===== src/rtl/sm3_block_hash_unit_macros.svh =====
// Assertion macros shared by the SM3 block hash RTL.
`ifndef SM3_BLOCK_HASH_UNIT_MACROS_SVH
`define SM3_BLOCK_HASH_UNIT_MACROS_SVH

// Check that a condition implies a consequence in the same cycle.
`define SM3_ASSERT_SAME(label, clk, rst_n, ante, cons, msg) \
  label: assert property (@(posedge clk) disable iff (!rst_n) (ante) |-> (cons)) \
    else $error(msg);

// Check that a condition implies a consequence in the next cycle.
`define SM3_ASSERT_NEXT(label, clk, rst_n, ante, cons, msg) \
  label: assert property (@(posedge clk) disable iff (!rst_n) (ante) |=> (cons)) \
    else $error(msg);

`endif


===== src/rtl/sm3_pkg.sv =====
// Types, constants and helper functions of the SM3 block hash.
package sm3_pkg;

  typedef logic [31:0] word_t;
  typedef logic [7:0][31:0] state_t;
  typedef logic [15:0][31:0] window_t;

  localparam state_t SM3_IV = {
    32'hB0FB0E4E, 32'hE38DEE4D, 32'h163138AA, 32'hA96F30BC,
    32'hDA8A0600, 32'h172442D7, 32'h4914B2B9, 32'h7380166F
  };

  localparam word_t SM3_T0 = 32'h79CC4519;
  localparam word_t SM3_T1 = 32'h7A879D8A;
  // T1 rotated by sixteen: the constant used in round sixteen.
  localparam word_t SM3_T1_ROT16 = {SM3_T1[15:0], SM3_T1[31:16]};

  function automatic word_t rotl(input word_t x, input logic [4:0] n);
    word_t r;
    r = (x << n) | (x >> (6'd32 - {1'b0, n}));
    return r;
  endfunction

  function automatic word_t perm0(input word_t x);
    return x ^ rotl(x, 5'd9) ^ rotl(x, 5'd17);
  endfunction

  function automatic word_t perm1(input word_t x);
    return x ^ rotl(x, 5'd15) ^ rotl(x, 5'd23);
  endfunction

endpackage


===== src/rtl/sm3_msg_if.sv =====
// Message word channel of the SM3 block hash.
interface sm3_msg_if;
  logic        valid;
  logic        ready;
  logic [31:0] message_word;
  logic        first_block;
  logic        final_block;

  modport source (output valid, output message_word, output first_block,
                  output final_block, input ready);
  modport sink (input valid, input message_word, input first_block,
                input final_block, output ready);
endinterface


===== src/rtl/sm3_dig_if.sv =====
// Digest word channel of the SM3 block hash.
interface sm3_dig_if;
  logic        valid;
  logic        ready;
  logic [31:0] digest_word;
  logic [2:0]  digest_index;
  logic        digest_last;

  modport source (output valid, output digest_word, output digest_index,
                  output digest_last, input ready);
  modport sink (input valid, input digest_word, input digest_index,
                input digest_last, output ready);
endinterface


===== src/rtl/sm3_block_hash_unit.sv =====
// A block's sixteenth request starts the rounds; for a final block, the digest words follow.
// Per block: sixteen requests, then the rounds on one shared round unit (no words taken).
// A final block then drains eight digest words, while up to 15 next-block words load.
// Reset (async, active low): chaining value to the SM3 IV, word position and flags zero.
// Reset idles the sequencer in the load state with no digest pending.
`include "sm3_block_hash_unit_macros.svh"

module sm3_block_hash_unit (
  input  logic clk_i,
  input  logic rst_ni,
  sm3_msg_if.sink   msg_i,
  sm3_dig_if.source dig_o
);
  import sm3_pkg::*;

  // Sequencer codes.
  localparam logic [1:0] ST_LOAD  = 2'd0;
  localparam logic [1:0] ST_ROUND = 2'd1;
  localparam logic [1:0] ST_OUT   = 2'd2;

  logic [1:0] state_q, state_d;
  logic [3:0] pos_q, pos_d;        // word position within the block
  logic [1:0] flags_q, flags_d;    // bit0 first, bit1 final
  logic [5:0] rnd_q, rnd_d;        // round index
  logic [2:0] idx_q, idx_d;        // digest word index
  state_t     cv_q, cv_d;          // chaining value
  state_t     v_q, v_d;            // working registers a..h
  window_t    w_q, w_d;            // schedule window W[j..j+15]
  word_t      t_q, t_d;            // round constant rotated by j mod 32

  logic in_acc, out_acc;

  // Accept words while loading, and while the digest drains as long as the
  // block does not complete (the chaining value is still being read out).
  assign msg_i.ready = (state_q == ST_LOAD) || ((state_q == ST_OUT) && (pos_q != 4'd15));
  assign in_acc  = msg_i.valid && msg_i.ready;
  assign out_acc = dig_o.valid && dig_o.ready;

  assign dig_o.valid        = (state_q == ST_OUT);
  assign dig_o.digest_word  = cv_q[idx_q];
  assign dig_o.digest_index = idx_q;
  assign dig_o.digest_last  = (idx_q == 3'd7);

  // Shared round unit: one SM3 round plus one schedule expansion step.
  word_t a, b, c, d, e, f, g, h;
  word_t a12, ss1, ss2, ff, gg, tt1, tt2, w_new;
  logic  early;
  state_t v_next;

  always_comb begin
    a = v_q[0]; b = v_q[1]; c = v_q[2]; d = v_q[3];
    e = v_q[4]; f = v_q[5]; g = v_q[6]; h = v_q[7];
    early = (rnd_q[5:4] == 2'd0);
    a12 = rotl(a, 5'd12);
    ss1 = rotl(a12 + e + t_q, 5'd7);
    ss2 = ss1 ^ a12;
    if (early) begin
      ff = a ^ b ^ c;
      gg = e ^ f ^ g;
    end else begin
      ff = (a & b) | (a & c) | (b & c);
      gg = (e & f) | (~e & g);
    end
    tt1 = ff + d + ss2 + (w_q[0] ^ w_q[4]);
    tt2 = gg + h + ss1 + w_q[0];
    v_next = {g, rotl(f, 5'd19), e, perm0(tt2), c, rotl(b, 5'd9), a, tt1};
    w_new = perm1(w_q[0] ^ w_q[7] ^ rotl(w_q[13], 5'd15))
          ^ rotl(w_q[3], 5'd7) ^ w_q[10];
  end

  always_comb begin
    state_d = state_q;
    pos_d   = pos_q;
    flags_d = flags_q;
    rnd_d   = rnd_q;
    idx_d   = idx_q;
    cv_d    = cv_q;
    v_d     = v_q;
    w_d     = w_q;
    t_d     = t_q;

    if (in_acc) begin
      // Shift the word in at the top of the window.
      w_d = {msg_i.message_word, w_q[15:1]};
      pos_d = pos_q + 4'd1;
      if (pos_q == 4'd0) begin
        flags_d = {msg_i.final_block, msg_i.first_block};
      end
      if (pos_q == 4'd15) begin
        state_d = ST_ROUND;
        rnd_d   = 6'd0;
        t_d     = SM3_T0;
        if (flags_q[0]) begin
          cv_d = SM3_IV;
          v_d  = SM3_IV;
        end else begin
          v_d  = cv_q;
        end
      end
    end

    case (state_q)
      ST_ROUND: begin
        v_d   = v_next;
        w_d   = {w_new, w_q[15:1]};
        rnd_d = rnd_q + 6'd1;
        t_d   = (rnd_q == 6'd15) ? SM3_T1_ROT16 : rotl(t_q, 5'd1);
        if (rnd_q == 6'd63) begin
          cv_d = cv_q ^ v_next;
          if (flags_q[1]) begin
            state_d = ST_OUT;
            idx_d   = 3'd0;
          end else begin
            state_d = ST_LOAD;
          end
        end
      end
      ST_OUT: begin
        if (out_acc) begin
          idx_d = idx_q + 3'd1;
          if (idx_q == 3'd7) begin
            state_d = ST_LOAD;
          end
        end
      end
      default: begin
      end
    endcase
  end

  always_ff @(posedge clk_i or negedge rst_ni) begin
    if (!rst_ni) begin
      state_q <= ST_LOAD;
      pos_q   <= 4'd0;
      flags_q <= 2'd0;
      rnd_q   <= 6'd0;
      idx_q   <= 3'd0;
      cv_q    <= SM3_IV;
    end else begin
      state_q <= state_d;
      pos_q   <= pos_d;
      flags_q <= flags_d;
      rnd_q   <= rnd_d;
      idx_q   <= idx_d;
      cv_q    <= cv_d;
    end
  end

  // Datapath registers: no reset needed.
  always_ff @(posedge clk_i) begin
    v_q <= v_d;
    w_q <= w_d;
    t_q <= t_d;
  end

  `SM3_ASSERT_SAME(a_no_accept_in_rounds, clk_i, rst_ni,
                   state_q == ST_ROUND, !msg_i.ready,
                   "word accepted during rounds")
  `SM3_ASSERT_NEXT(a_last_digest_to_load, clk_i, rst_ni,
                   out_acc && (idx_q == 3'd7), state_q == ST_LOAD,
                   "sequencer did not return to load after last digest word")
  `SM3_ASSERT_NEXT(a_nonfinal_to_load, clk_i, rst_ni,
                   (state_q == ST_ROUND) && (rnd_q == 6'd63) && !flags_q[1],
                   (state_q == ST_LOAD) && !dig_o.valid,
                   "non-final block produced a digest")
  `SM3_ASSERT_NEXT(a_cv_stable_in_out, clk_i, rst_ni,
                   state_q == ST_OUT, $stable(cv_q),
                   "chaining value changed while digest drains")

endmodule


===== src/flat_wrapper.sv =====
// flat-port wrapper written by rule: the top's interface ports become plain ports
module sm3_block_hash_unit_flat import sm3_pkg::*;
  (clk_i, rst_ni, msg_i_valid, msg_i_message_word, msg_i_first_block, msg_i_final_block, msg_i_ready, dig_o_valid, dig_o_digest_word, dig_o_digest_index, dig_o_digest_last, dig_o_ready);
  sm3_msg_if msg_i_i ();
  sm3_dig_if dig_o_i ();
  input  logic clk_i;
  input  logic rst_ni;
  input wire logic [$bits(msg_i_i.valid)-1:0] msg_i_valid;
  input wire logic [$bits(msg_i_i.message_word)-1:0] msg_i_message_word;
  input wire logic [$bits(msg_i_i.first_block)-1:0] msg_i_first_block;
  input wire logic [$bits(msg_i_i.final_block)-1:0] msg_i_final_block;
  output wire logic [$bits(msg_i_i.ready)-1:0] msg_i_ready;
  output wire logic [$bits(dig_o_i.valid)-1:0] dig_o_valid;
  output wire logic [$bits(dig_o_i.digest_word)-1:0] dig_o_digest_word;
  output wire logic [$bits(dig_o_i.digest_index)-1:0] dig_o_digest_index;
  output wire logic [$bits(dig_o_i.digest_last)-1:0] dig_o_digest_last;
  input wire logic [$bits(dig_o_i.ready)-1:0] dig_o_ready;
  assign msg_i_i.valid = msg_i_valid;
  assign msg_i_i.message_word = msg_i_message_word;
  assign msg_i_i.first_block = msg_i_first_block;
  assign msg_i_i.final_block = msg_i_final_block;
  assign msg_i_ready = msg_i_i.ready;
  assign dig_o_valid = dig_o_i.valid;
  assign dig_o_digest_word = dig_o_i.digest_word;
  assign dig_o_digest_index = dig_o_i.digest_index;
  assign dig_o_digest_last = dig_o_i.digest_last;
  assign dig_o_i.ready = dig_o_ready;
  sm3_block_hash_unit u_core (.clk_i(clk_i), .rst_ni(rst_ni), .msg_i(msg_i_i), .dig_o(dig_o_i));
endmodule

===== config.mk =====
export PLATFORM = sky130hd
export DESIGN_NAME = sm3_block_hash_unit_flat
export DESIGN_NICKNAME = d
export VERILOG_FILES = /design/src/rtl/sm3_pkg.sv /design/src/rtl/sm3_msg_if.sv /design/src/rtl/sm3_dig_if.sv /design/src/rtl/sm3_block_hash_unit.sv /design/src/flat_wrapper.sv
export VERILOG_INCLUDE_DIRS = /design/src /design/src/rtl
export SDC_FILE = /design/constraint.sdc
export NUM_CORES = 2
export LEC_CHECK = 0
export BUFFER_PORTS_ARGS = -buffer_cell sky130_fd_sc_hd__clkbuf_2
export CAP_MARGIN = 20
export CORE_ASPECT_RATIO = 0.8
export CORE_MARGIN = 8
export CORE_UTILIZATION = 60
export CTS_CLUSTER_SIZE = 12
export DETAILED_ROUTE_END_ITERATION = 12
export MAX_ROUTING_LAYER = met4
export PLACE_DENSITY = 0.77
export SLEW_MARGIN = 20
export SYNTH_ARGS = -nofsm -noshare
export SYNTH_HDL_FRONTEND = slang
export SYNTH_SLANG_ARGS = --single-unit
export TNS_END_PERCENT = 30

===== constraint.sdc =====
create_clock -name clk_i -period 11.07 [get_ports clk_i]
set_input_delay 1.107 -clock clk_i [delete_from_list [all_inputs] [get_ports clk_i]]
set_output_delay 1.107 -clock clk_i [all_outputs]
set_load 0.02 [all_outputs]

==> impl_metrics.tcl <==
set metrics [dict create \
    outcome "finished clean" \
    vias 38200 \
    multi_input_area_sq_um 22700 \
    p_int_uw 6320 \
    rows 99 \
    mostFrequentLayoutCell "edfxtp_1" \
    drtIter0Drc 5640 \
    tightest_slew_ns 1.23 \
    io_pins 76 \
    final_cells 5771 \
    numCtsBuffers 108 \
    worst_slack_ns 2.77 \
    placed_cells 5566 \
    p_leak_uw 0.0231 \
    post-cts-setup-buffers 0 \
    hpwl_microns 119000 \
    post-route-period-util_pct 75.0 \
    fmax_mhz 121 \
    clkPwrFrac_pct 45.8 \
    setup_tns_ns 0 \
    syn-instance-count 4451 \
    synth_area_sq_um 55100 \
    yosysWarnings 0 \
    dp_slack_ns 2.99 \
    area_delta_synth_final_pct 9.20 \
    grt_max_degree 202 \
    routed_wl_microns 171000 \
    wl_per_cell_microns 29.5 \
    swShare_pct 20.7 \
    max_cap_viol_count 0 \
    clockBufferDepth 3 \
    drive_gt1_share_pct 11.9 \
    drv_slew 0 \
    register_area_sq_um 31000 \
    hold_buffers 0 \
    first_global_vias 36100 \
    critPathRequiredTime_ns 11.70 \
    yosysUniqueCellTypes 97 \
    grt_pass1_wl_microns 247000 \
    die_width_microns 355 \
    start_util_pct 60.5 \
    path_class "reg2reg" \
    synth_fp_nets 4777 \
    globalplace.congestion 1.02 \
    io_buffers 75 \
    hold_path.class "reg2reg" \
    setup_violations 0 \
    worstSetupEndpointType "flip-flop" \
    die_y_microns 287 \
    final_nets 4790 \
    avgViaCountPerCell 6.61 \
    seq_power_share_pct 53.7 \
    cts_tree "done" \
    worstSetupStartpointType "flip-flop" \
    clock_latency_ns 0.75 \
    critPathArrivalTime_ns 8.93 \
    powerDensity_nw_per_um2 133 \
    drc 0 \
    p_switching_uw 1650 \
    cts_resized 0 \
    skew_ns 0.0908 \
    slowest_delay_ns 0.62 \
    synthFlopType "edfxtp_1" \
    antenna_found_initial 2 \
    grt.overflow.total 0 \
    htreeDepth 3 \
    rsz0062_at_grt "no" \
    gr-usage-all-layers_pct 33.9 \
    cp_slowest_cell "a21boi_0" \
    mostFrequentLayoutCells "edfxtp_1 (800), nand2_1 (547), o21ai_0 (528)" \
    seq_area_frac_synth_pct 56.3 \
    synthArstFlopShare_pct 25.4 \
    crit_path_max_fanout 5 \
    n_fill_cell 6542 \
    dr.pass1.iters 6 \
    synth.ff_latch_count 1073 \
    whs_ns 0.410 \
    coreArea_sq_um 91000 \
    power_uw 7970 \
    synth-edff-count 800 \
    maxSlewHeadroom_pct 17.7 \
    fin_crit_ns 8.30 \
    p_comb_share_pct 0.5 \
    final_antenna_net_count 0 \
    die_area_sq_um 102000 \
    hold_viol 0 \
    syn_area_per_cell_sq_um 12.4 \
    clock-sinks 1073 \
    clk_pin_slew_ns 0.07 \
    cts-root-buf "clkbuf_16" \
    ir_drop_uv 149 \
]
stage by stage:
step / util (%) / cell area (sq um)
floorplan: - / 55100
global placement: 62.2 / 56600
detailed placement: 62.2 / 56600
CTS: 66.1 / 60100
global route: 66.1 / 60200
finish: 66.1 / 60200
synthesized netlist by cell type, types with 17 or more instances:
cell | n | area, sq um
a22o_1 | 130 | 1140
dfstp_2 | 119 | 3130
mux2i_1 | 58 | 581
nor2_1 | 248 | 931
mux4_2 | 64 | 1440
ha_1 | 100 | 1250
xnor2_1 | 291 | 2550
nand3_1 | 45 | 225
a21oi_1 | 162 | 811
o21ai_0 | 528 | 2640
fa_1 | 188 | 3760
edfxtp_1 | 800 | 24000
inv_1 | 184 | 691
o21ai_1 | 21 | 105
nor3_1 | 44 | 220
and3_1 | 23 | 144
xor2_1 | 124 | 1090
mux2_2 | 41 | 462
dfrtp_1 | 154 | 3850
buf_1 | 25 | 93.8
o21a_1 | 20 | 150
a21o_1 | 33 | 248
nand2_1 | 550 | 2060
a31oi_1 | 17 | 106
clkbuf_1 | 184 | 691
o22a_1 | 96 | 841
per-layer routing:
| layer | vias to the layer above | share of wire [%] | track usage, % |
|---|---|---|---|
| met5 | - | 0 | - |
| met4 | 0 | 5.3 | 14.5 |
| met3 | 446 | 13 | 9.58 |
| met2 | 2592 | 42 | 45.8 |
| met1 | 19100 | 40 | 48.1 |
| li1 | 16000 | - | - |
registers in the layout, indices dropped and copies added, names as in the netlist:
name,cells
u_core.state_q,2
u_core.flags_q,2
u_core.h,32
u_core.g,32
u_core.e,32
u_core.t_q,32
u_core.rnd_q,6
u_core.f,32
u_core.pos_q,4
u_core.a,32
u_core.cv_q,256
u_core.b,32
u_core.w_q,512
u_core.c,32
u_core.dig_o.digest_index,3
u_core.d,32
worst paths after layout:
check,slack (ns),depth (start not counted),endpoint,from
setup / recovery,2.77,30,u_core.cv_q[28],u_core.a[21]
hold reg to reg,0.41,0,u_core.w_q[151],u_core.w_q[183]
min in group asynchronous,0.48,1,u_core.cv_q[236],rst_ni
hold / removal,0.41,0,u_core.w_q[151],u_core.w_q[183]
max in group asynchronous,9.11,2,u_core.cv_q[74],rst_ni
setup reg to reg,2.77,30,u_core.cv_q[28],u_core.a[21]
cell families after synthesis:
group	after synthesis	share of synthesized area [%]
buffers and inverters	397	2.71
DFF	1073	56.3
xor gates and xnor gates	428	7.04
muxes	164	4.54
AOI/OAI and AO/OA	1120	13.0
and+or+nand+nor	981	7.38
adders and majority gates	288	9.10
power by group through the flow:
stage	logic, uW	registers, uW	clock network (uW)
floorplan	5.10	4360	0
global placement	36.6	4360	0
detailed placement	37.3	4360	0
CTS	37.3	4280	3680
global route	40.5	4280	3820
finish	35.9	4280	3650
worst max-delay path: cells and delay by family (launching register included):
family	cells	cell delay, ns
compound gates	16	3.81
xor+xnor	3	0.92
fa+ha+maj	6	2.49
buf+inv	4	0.45
flops	1	0.45
simple gates	1	0.11
cell type report:
cell class / instances / share of cell area, %
inverters: 186 / 1.16
multi-input cells: 2981 / 37.7
clock buffers: 172 / 5.09
diodes: 6 / 0.0250
flip-flops and latches: 1073 / 51.5
well taps: 1212 / 2.52
repair buffers: 114 / 1.23
clock inverters: 27 / 0.720
Note: power is estimated with default switching activity, not from simulation.
